## config.mk

```make
export PLATFORM = sky130hd
export DESIGN_NAME = focus_error_scurve_detector_core
export DESIGN_NICKNAME = d
export VERILOG_FILES = /design/src/rtl/core/fec_pkg.sv /design/src/rtl/core/fec_mul.sv /design/src/rtl/core/focus_error_scurve_detector_core.sv
export SDC_FILE = /design/constraint.sdc
export NUM_CORES = 1
export LEC_CHECK = 0
export BUFFER_PORTS_ARGS = -buffer_cell sky130_fd_sc_hd__buf_2
export CAP_MARGIN = 20
export CORE_MARGIN = 4
export CORE_UTILIZATION = 65
export CTS_BUF_LIST = sky130_fd_sc_hd__clkbuf_16
export DETAILED_ROUTE_END_ITERATION = 6
export PLACE_DENSITY = 0.9
export SYNTH_ARGS = -nofsm -noshare
export SYNTH_HDL_FRONTEND = slang
export SYNTH_SLANG_ARGS = --single-unit
export TNS_END_PERCENT = 100
```

## constraint.sdc

```tcl
create_clock -name clk -period 4.42 [get_ports clk]
set_input_delay 0.442 -clock clk [delete_from_list [all_inputs] [get_ports clk]]
set_output_delay 0.442 -clock clk [all_outputs]
set_load 0.005 [all_outputs]
```

## src/rtl/core/fec_pkg.sv

```systemverilog
`timescale 1ns / 1ps
// ----------------------------------------------------------------------------
// Focus error S-curve detector package
// Shared widths, phase and command codes, register indexes.
// ----------------------------------------------------------------------------
package fec_pkg;

	// field widths
	localparam int SAMPLE_BITS  = 10;
	localparam int TIMEOUT_BITS = 16;
	localparam int POS_BITS     = 8;
	localparam int DIV_BITS     = 8;
	localparam int PHASE_BITS   = 3;
	localparam int CMD_BITS     = 2;
	localparam int CFG_IDX_BITS = 2;
	localparam int CFG_DATA_BITS = 16;

	// serial multiplier: deviation times divisor
	localparam int PROD_BITS = SAMPLE_BITS + DIV_BITS;
	localparam int STEP_BITS = $clog2(DIV_BITS);

	// stream payload widths, rounded up to whole bytes
	localparam int IN_USED_BITS  = CMD_BITS + SAMPLE_BITS + POS_BITS;
	localparam int IN_DATA_BITS  = ((IN_USED_BITS + 7) / 8) * 8;
	localparam int OUT_USED_BITS = PHASE_BITS + SAMPLE_BITS + POS_BITS;
	localparam int OUT_DATA_BITS = ((OUT_USED_BITS + 7) / 8) * 8;

	// phase codes
	localparam logic [PHASE_BITS-1:0] PH_WAIT    = 3'd0;
	localparam logic [PHASE_BITS-1:0] PH_AMPL    = 3'd1;
	localparam logic [PHASE_BITS-1:0] PH_FOCUS   = 3'd2;
	localparam logic [PHASE_BITS-1:0] PH_SCURVE  = 3'd3;
	localparam logic [PHASE_BITS-1:0] PH_FOCUSED = 3'd4;
	localparam logic [PHASE_BITS-1:0] PH_ERROR   = 3'd5;

	// command codes
	localparam logic [CMD_BITS-1:0] CMD_WAIT  = 2'd0;
	localparam logic [CMD_BITS-1:0] CMD_AMPL  = 2'd1;
	localparam logic [CMD_BITS-1:0] CMD_FOCUS = 2'd2;

	// request kinds (tuser)
	localparam logic ACT_CMD    = 1'b0;
	localparam logic ACT_SAMPLE = 1'b1;

	// configuration register indexes
	localparam logic [CFG_IDX_BITS-1:0] REG_REFERENCE = 2'd0;
	localparam logic [CFG_IDX_BITS-1:0] REG_NOISE_DIV = 2'd1;
	localparam logic [CFG_IDX_BITS-1:0] REG_CAPT_DIV  = 2'd2;
	localparam logic [CFG_IDX_BITS-1:0] REG_TIMEOUT   = 2'd3;

	// reset values of the registers
	localparam logic [SAMPLE_BITS-1:0]  RST_REFERENCE = 10'd512;
	localparam logic [DIV_BITS-1:0]     RST_NOISE_DIV = 8'd4;
	localparam logic [DIV_BITS-1:0]     RST_CAPT_DIV  = 8'd8;
	localparam logic [TIMEOUT_BITS-1:0] RST_TIMEOUT   = 16'd1000;

endpackage

```

## src/rtl/core/fec_mul.sv

```systemverilog
`timescale 1ns / 1ps
// ----------------------------------------------------------------------------
// Bit-serial multiplier
// Shift-and-add, one multiplier bit per cycle, MSB first. The product is
// valid in the cycle that done is high.
// ----------------------------------------------------------------------------
module fec_mul (
	input  logic                              clk,
	input  logic                              arst_n,
	input  logic                              start,
	input  logic [fec_pkg::SAMPLE_BITS-1:0]   mcand,
	input  logic [fec_pkg::DIV_BITS-1:0]      mplier,
	output logic                              done,
	output logic [fec_pkg::PROD_BITS-1:0]     product
);

	logic                             run_q;
	logic                             done_q;
	logic [fec_pkg::STEP_BITS-1:0]    cnt_q;
	logic [fec_pkg::SAMPLE_BITS-1:0]  mcand_q;
	logic [fec_pkg::DIV_BITS-1:0]     mplier_q;
	logic [fec_pkg::PROD_BITS-1:0]    acc_q;
	logic [fec_pkg::PROD_BITS-1:0]    addend;
	logic                             last_step;

	// partial product for the current multiplier bit
	assign addend = mplier_q[fec_pkg::DIV_BITS-1] ?
		fec_pkg::PROD_BITS'(mcand_q) : '0;

	assign last_step = (cnt_q == fec_pkg::STEP_BITS'(fec_pkg::DIV_BITS - 1));

	// step control
	always_ff @(posedge clk or negedge arst_n) begin
		if (!arst_n) begin
			run_q  <= 1'b0;
			done_q <= 1'b0;
			cnt_q  <= '0;
		end else begin
			done_q <= !start && run_q && last_step;
			if (start) begin
				run_q <= 1'b1;
				cnt_q <= '0;
			end else if (run_q) begin
				cnt_q <= cnt_q + 1'b1;
				if (last_step)
					run_q <= 1'b0;
			end
		end
	end

	// operand shift and accumulate
	always_ff @(posedge clk) begin
		if (start) begin
			mcand_q  <= mcand;
			mplier_q <= mplier;
			acc_q    <= '0;
		end else if (run_q) begin
			mplier_q <= {mplier_q[fec_pkg::DIV_BITS-2:0], 1'b0};
			acc_q    <= {acc_q[fec_pkg::PROD_BITS-2:0], 1'b0} + addend;
		end
	end

	assign done    = done_q;
	assign product = acc_q;

endmodule

```

## src/rtl/core/focus_error_scurve_detector_core.sv

```systemverilog
`timescale 1ns / 1ps
// ----------------------------------------------------------------------------
// Focus error S-curve detector core
// Phase sequencer for amplitude measurement, S-curve departure and focus
// capture, with a bit-serial threshold multiplier.
// ----------------------------------------------------------------------------
// One request is worked on at a time and each gives one result. Commands and
// samples outside the focus and S-curve phases go from accept through ST_OUT to
// the result register; samples in the focus or S-curve phase first wait in ST_MUL
// for the 8-step bit-serial multiplier that forms deviation times divisor
// (compared against the amplitude instead of dividing it). A new request is
// taken as soon as the previous result has moved into the output register,
// so a stalled output holds at most one waiting result plus one in work.
// Configuration writes are always taken and should be made while idle.
// ----------------------------------------------------------------------------
module focus_error_scurve_detector_core (
	input  logic                                  clk,
	input  logic                                  arst_n,
	// configuration write channel
	input  logic                                  cfg_valid,
	output logic                                  cfg_ready,
	input  logic [fec_pkg::CFG_IDX_BITS-1:0]      cfg_index,
	input  logic [fec_pkg::CFG_DATA_BITS-1:0]     cfg_data,
	// request stream
	input  logic                                  s_tvalid,
	output logic                                  s_tready,
	// [1:0] command_phase, [11:2] sample, [19:12] servo_position, rest zero
	input  logic [fec_pkg::IN_DATA_BITS-1:0]      s_tdata,
	// [0] action
	input  logic [0:0]                            s_tuser,
	// result stream
	output logic                                  m_tvalid,
	input  logic                                  m_tready,
	// [2:0] phase, [12:3] amplitude, [20:13] focus_position, rest zero
	output logic [fec_pkg::OUT_DATA_BITS-1:0]     m_tdata
);

	typedef enum logic [1:0] {
		ST_IDLE,
		ST_MUL,
		ST_OUT
	} state_t;

	state_t                                state_q;

	// configuration registers
	logic [fec_pkg::SAMPLE_BITS-1:0]       ref_q;
	logic [fec_pkg::DIV_BITS-1:0]          ndiv_q;
	logic [fec_pkg::DIV_BITS-1:0]          cdiv_q;
	logic [fec_pkg::TIMEOUT_BITS-1:0]      limit_q;

	// detector state
	logic [fec_pkg::PHASE_BITS-1:0]        phase_q;
	logic [fec_pkg::SAMPLE_BITS-1:0]       max_q;
	logic [fec_pkg::SAMPLE_BITS-1:0]       min_q;
	logic [fec_pkg::SAMPLE_BITS-1:0]       amp_q;
	logic [fec_pkg::TIMEOUT_BITS-1:0]      timeout_q;
	logic [fec_pkg::POS_BITS-1:0]          fpos_q;
	logic [fec_pkg::POS_BITS-1:0]          pos_q;

	// output register
	logic                                  m_tvalid_q;
	logic [fec_pkg::OUT_DATA_BITS-1:0]     m_tdata_q;

	// request fields
	logic                                  in_action;
	logic [fec_pkg::CMD_BITS-1:0]          in_cmd;
	logic [fec_pkg::SAMPLE_BITS-1:0]       in_sample;
	logic [fec_pkg::POS_BITS-1:0]          in_pos;

	logic                                  accept;
	logic                                  search;
	logic [fec_pkg::SAMPLE_BITS-1:0]       dev;
	logic [fec_pkg::DIV_BITS-1:0]          div_sel;
	logic [fec_pkg::DIV_BITS-1:0]          div_eff;
	logic                                  mul_start;
	logic                                  mul_done;
	logic [fec_pkg::PROD_BITS-1:0]         mul_prod;
	logic [fec_pkg::PROD_BITS-1:0]         amp_ext;
	logic                                  hit;
	logic                                  to_fail;
	logic                                  to_inc;
	logic                                  out_free;

	assign in_action = s_tuser[0];
	assign in_cmd    = s_tdata[fec_pkg::CMD_BITS-1:0];
	assign in_sample = s_tdata[fec_pkg::CMD_BITS +: fec_pkg::SAMPLE_BITS];
	assign in_pos    = s_tdata[fec_pkg::CMD_BITS + fec_pkg::SAMPLE_BITS +: fec_pkg::POS_BITS];

	assign s_tready  = (state_q == ST_IDLE);
	assign accept    = s_tvalid && s_tready;
	assign search    = (phase_q == fec_pkg::PH_FOCUS) || (phase_q == fec_pkg::PH_SCURVE);

	// deviation from reference and divisor for this phase (zero acts as one)
	assign dev       = (in_sample > ref_q) ? (in_sample - ref_q) : (ref_q - in_sample);
	assign div_sel   = (phase_q == fec_pkg::PH_FOCUS) ? ndiv_q : cdiv_q;
	assign div_eff   = (div_sel == '0) ? fec_pkg::DIV_BITS'(1) : div_sel;
	assign mul_start = accept && (in_action == fec_pkg::ACT_SAMPLE) && search;

	// dev > amp/div  <=>  dev*div > amp
	assign amp_ext = fec_pkg::PROD_BITS'(amp_q);
	assign hit     = (phase_q == fec_pkg::PH_FOCUS) ? (mul_prod > amp_ext) :
		(mul_prod <= amp_ext);
	assign to_fail = timeout_q > limit_q;
	assign to_inc  = timeout_q != '1;

	assign out_free = !m_tvalid_q || m_tready;

	fec_mul u_mul (
		.clk     (clk),
		.arst_n  (arst_n),
		.start   (mul_start),
		.mcand   (dev),
		.mplier  (div_eff),
		.done    (mul_done),
		.product (mul_prod)
	);

	// configuration registers
	assign cfg_ready = 1'b1;

	always_ff @(posedge clk or negedge arst_n) begin
		if (!arst_n) begin
			ref_q   <= fec_pkg::RST_REFERENCE;
			ndiv_q  <= fec_pkg::RST_NOISE_DIV;
			cdiv_q  <= fec_pkg::RST_CAPT_DIV;
			limit_q <= fec_pkg::RST_TIMEOUT;
		end else if (cfg_valid && cfg_ready) begin
			unique case (cfg_index)
				fec_pkg::REG_REFERENCE: ref_q   <= cfg_data[fec_pkg::SAMPLE_BITS-1:0];
				fec_pkg::REG_NOISE_DIV: ndiv_q  <= cfg_data[fec_pkg::DIV_BITS-1:0];
				fec_pkg::REG_CAPT_DIV:  cdiv_q  <= cfg_data[fec_pkg::DIV_BITS-1:0];
				fec_pkg::REG_TIMEOUT:   limit_q <= cfg_data[fec_pkg::TIMEOUT_BITS-1:0];
				default: ;
			endcase
		end
	end

	// sequencer, detector state and output register
	always_ff @(posedge clk or negedge arst_n) begin
		if (!arst_n) begin
			state_q    <= ST_IDLE;
			phase_q    <= fec_pkg::PH_WAIT;
			max_q      <= '0;
			min_q      <= '1;
			amp_q      <= '0;
			timeout_q  <= '0;
			fpos_q     <= '0;
			pos_q      <= '0;
			m_tvalid_q <= 1'b0;
			m_tdata_q  <= '0;
		end else begin
			// result taken; a reload in ST_OUT keeps valid up instead
			if (m_tvalid_q && m_tready && (state_q != ST_OUT))
				m_tvalid_q <= 1'b0;

			unique case (state_q)
				ST_IDLE: begin
					if (accept) begin
						state_q <= mul_start ? ST_MUL : ST_OUT;
						if (in_action == fec_pkg::ACT_CMD) begin
							unique case (in_cmd)
								fec_pkg::CMD_WAIT: begin
									phase_q   <= fec_pkg::PH_WAIT;
									timeout_q <= '0;
								end
								fec_pkg::CMD_AMPL: begin
									phase_q <= fec_pkg::PH_AMPL;
									max_q   <= '0;
									min_q   <= '1;
									amp_q   <= '0;
								end
								fec_pkg::CMD_FOCUS: begin
									amp_q   <= (min_q > max_q) ? '0 : (max_q - min_q);
									phase_q <= fec_pkg::PH_FOCUS;
								end
								default: ;
							endcase
						end else begin
							unique case (phase_q)
								fec_pkg::PH_WAIT: timeout_q <= '0;
								fec_pkg::PH_AMPL: begin
									if (in_sample > max_q) max_q <= in_sample;
									if (in_sample < min_q) min_q <= in_sample;
								end
								fec_pkg::PH_FOCUS, fec_pkg::PH_SCURVE: begin
									pos_q <= in_pos;
								end
								default: ;
							endcase
						end
					end
				end
				ST_MUL: begin
					if (mul_done) begin
						state_q <= ST_OUT;
						if (hit && (phase_q == fec_pkg::PH_FOCUS)) begin
							timeout_q <= '0;
							phase_q   <= fec_pkg::PH_SCURVE;
						end else if (hit) begin
							fpos_q  <= pos_q;
							phase_q <= fec_pkg::PH_FOCUSED;
						end else begin
							if (to_fail) phase_q <= fec_pkg::PH_ERROR;
							if (to_inc) timeout_q <= timeout_q + 1'b1;
						end
					end
				end
				ST_OUT: begin
					if (out_free) begin
						m_tvalid_q <= 1'b1;
						m_tdata_q  <= {{(fec_pkg::OUT_DATA_BITS - fec_pkg::OUT_USED_BITS){1'b0}},
							fpos_q, amp_q, phase_q};
						state_q    <= ST_IDLE;
					end
				end
				default: state_q <= ST_IDLE;
			endcase
		end
	end

	assign m_tvalid = m_tvalid_q;
	assign m_tdata  = m_tdata_q;

	// multiplier only reports back while the sequencer waits for it
	assert property (@(posedge clk) disable iff (!arst_n)
		mul_done |-> (state_q == ST_MUL))
		else $error("multiplier done outside multiply state");

	// a search-phase sample always goes through the multiplier
	assert property (@(posedge clk) disable iff (!arst_n)
		mul_start |=> (state_q == ST_MUL))
		else $error("search sample did not start multiply");

	// entering S-curve clears the timeout counter
	assert property (@(posedge clk) disable iff (!arst_n)
		(phase_q == fec_pkg::PH_SCURVE) && ($past(phase_q) == fec_pkg::PH_FOCUS)
		|-> (timeout_q == '0))
		else $error("timeout not cleared on S-curve entry");

	// focused is only reached from the S-curve phase
	assert property (@(posedge clk) disable iff (!arst_n)
		(phase_q == fec_pkg::PH_FOCUSED) && ($past(phase_q) != fec_pkg::PH_FOCUSED)
		|-> ($past(phase_q) == fec_pkg::PH_SCURVE))
		else $error("focused reached outside S-curve phase");

endmodule

```

==> out/qor.yml <==
period_share_pct: 82.71
top_layer_used: "met4"
grt_pass1_wl_um: 39870
postCtsSetupBuffers: 0
ioPinCount: 75
die_h_um: 133.5
synthTopCellsByArea: "dfrtp_1 (29%), ha_1 (11%), mux2_2 (5.9%)"
outcome: "complete, no violations"
antenna_found_initial: 1
routedWlPerCell_um: 18.21
cts.sinks: 172
cp-end-kind: "register"
synth-edff-count: 18
avgViaCountPerCell: 6.214
cts_buffer_depth: 2
reg2reg_depth: 14
hp-class: "in2async"
final_cell_area_um2: 11270
critPathMaxFanout: 18
critical_path_class: "reg2reg"
hold_violations: 0
drv_slew: 0
grt_usage_pct: 27.77
max-vdd-ir-drop_mv: 0.3202
crit_required_ps: 4710
cellPowerDensity_nw_per_um2: 574.7
ctsHtreeMaxLevel: 4
drc: 0
yosys.area.top_type: "dfrtp_1"
setup_tns_ps: 0
synth_cell_types: 76
die_area_um2: 17830
drt_first_pass_iters: 6
synth.avg_cell_area_um2: 9.793
clock_skew_ps: 12.34
drive_gt1_share_pct: 17.35
grt_overflow: 0
rsz0062_at_grt: "false"
fin_nets: 1250
placed_cell_area_um2: 10710
period_minus_slack_ps: 3656
post-dp-hpwl_um: 17510
globalplace.congestion: 0.9754
clk_pin_slew_ps: 70
wl_met2_um: 11770
port_buffers: 66
area_growth_pct: 10.05
numCtsBuffers: 17
hold_buffers: 0
setup_viol: 0
async_flop_share_pct: 79.07
synthesis.area_um2: 10240
yosys.area.top_type_share_pct: 28.58
met1Wirelength_um: 9963
cap_violations: 0
start_kind: "register"
num_rows: 45
max_freq_ghz: 0.2735
wl_met3_um: 1693
yosysWarningCount: 0
vias: 8265
core-area_um2: 15310
grt_pass1_vias: 8094
die_x_um: 133.5
clock_tree.root_cell: "clkbuf_16"
grt_max_degree: 74
start_util_pct: 66.89
ant_nets: 0
slew-limit-headroom_pct: 29.60
ys_seq_elements: 172
synth.most_common_cell: "dfrtp_1"
cts_resized: 0
fill_cells: 1062
tightest_slew_ps: 1051
ys.flop_type: "dfrtp_1"
drt-total-wl_um: 24220
drtIter0Drc: 811
cts_tree: "yes"
seq_area_frac_synth_pct: 42.25
critPathArrivalTime_ps: 3950
synthCells: 1046
p_leak_nw: 5.314
synthTopCellsByCount: "dfrtp_1 (117), nand2_1 (106), ha_1 (93)"
clock_latency_ps: 440
-- sequential cells by signal (all words and copies together), names as in the netlist, 16 cells and up --
register and cells:
m_tdata 21, limit_q 16, timeout_q 16, u_mul.product 18
-- cell usage in the layout (no fill, tap or decap), types with 19 or more instances in the layout --
master	count
dfrtp_1	117
nand2_1	106
ha_1	93
o21ai_0	87
inv_1	86
buf_2	65
nor2_1	55
mux2_2	54
a21oi_1	43
nand2b_1	25
mux2i_1	23
nand3_1	22
nor3_1	20
o31ai_1	20
dfstp_2	19
-- cell families (layout without fill, tap and decap cells) --
group,Yosys count,after routing,share of synthesized area [%]
AND/OR/NAND/NOR,306,306,14.58
AO/OA/AOI/OAI,252,252,15.90
flip-flops,172,172,42.25
buffers and inverters,118,188,4.849
adder cells (fa/ha/maj),97,97,12.14
multiplexers,78,78,8.330
XOR/XNOR,21,21,1.869
other,2,5,0.07331
-- report_power, final --
part / total, mW / leakage, nW / switching (mW) / internal, mW
clock network: 1.44 / 0.284 / 0.671 / 0.766
logic: 2.58 / 2.99 / 1.49 / 1.09
registers: 2.46 / 2.04 / 0.375 / 2.08
-- path summary, 6_finish.rpt --
path | start | endpoint | slack [ps]
worst max register to register | amp_q[1] | timeout_q[5] | 760
worst max-delay path | amp_q[1] | timeout_q[5] | 760
worst min register to register | amp_q[2] | amp_q[2] | 480
worst min-delay path | arst_n | max_q[7] | 40
min in group clk | s_tdata[13] | pos_q[1] | 190
max in group asynchronous | arst_n | cdiv_q[3] | 3480
-- final cells by class --
class	count	area, um^2	share of cell area [%]
Multi-Input combinational cell	758	5431	48.18
Sequential cell	172	4328	38.39
Clock buffer	18	450.4	3.996
Timing Repair Buffer	70	366.6	3.252
Inverter	86	322.8	2.863
Tap cell	211	264.0	2.342
Clock inverter	14	107.6	0.9545
Antenna cell	1	2.502	0.02220
-- per-stage QoR --
stage | hold slack (ps) | util [%] | total power, mW | setup WS (ps) | std cells
finish | 38.88 | 73.61 | 6.478 | 764.2 | 1330
global route | 99.66 | 73.61 | 6.913 | 518.5 | 1330
CTS | 55.64 | 73.59 | 6.445 | 867.5 | 1329
detailed placement | 462.6 | 69.95 | 4.977 | 927.2 | 1297
global placement | 454.2 | 69.95 | 4.820 | 1043 | 1297
floorplan | 146.4 | - | 4.272 | 1501 | 1048
-- worst max-delay path: stages, from the launching register on --
cell and delay [ps]:
dfrtp_1 340, inv_1 50, ha_1 300, nor2b_1 130
o21a_1 160, o21a_1 170, o21a_1 180, o21ai_0 290
a21oi_1 200, ha_1 240, nor2_1 100, a21oi_1 80
o211ai_2 530, or2_1 540, o21ai_0 180
-- per-layer routing --
metal / track usage [%] / vias to the layer above
met3: 4.532 / 73
met5: 0 / -
met1: 36.22 / 3959
met2: 46.22 / 357
met4: 11.83 / 0
li1: - / 3876
(Power assumes the default switching activity.)
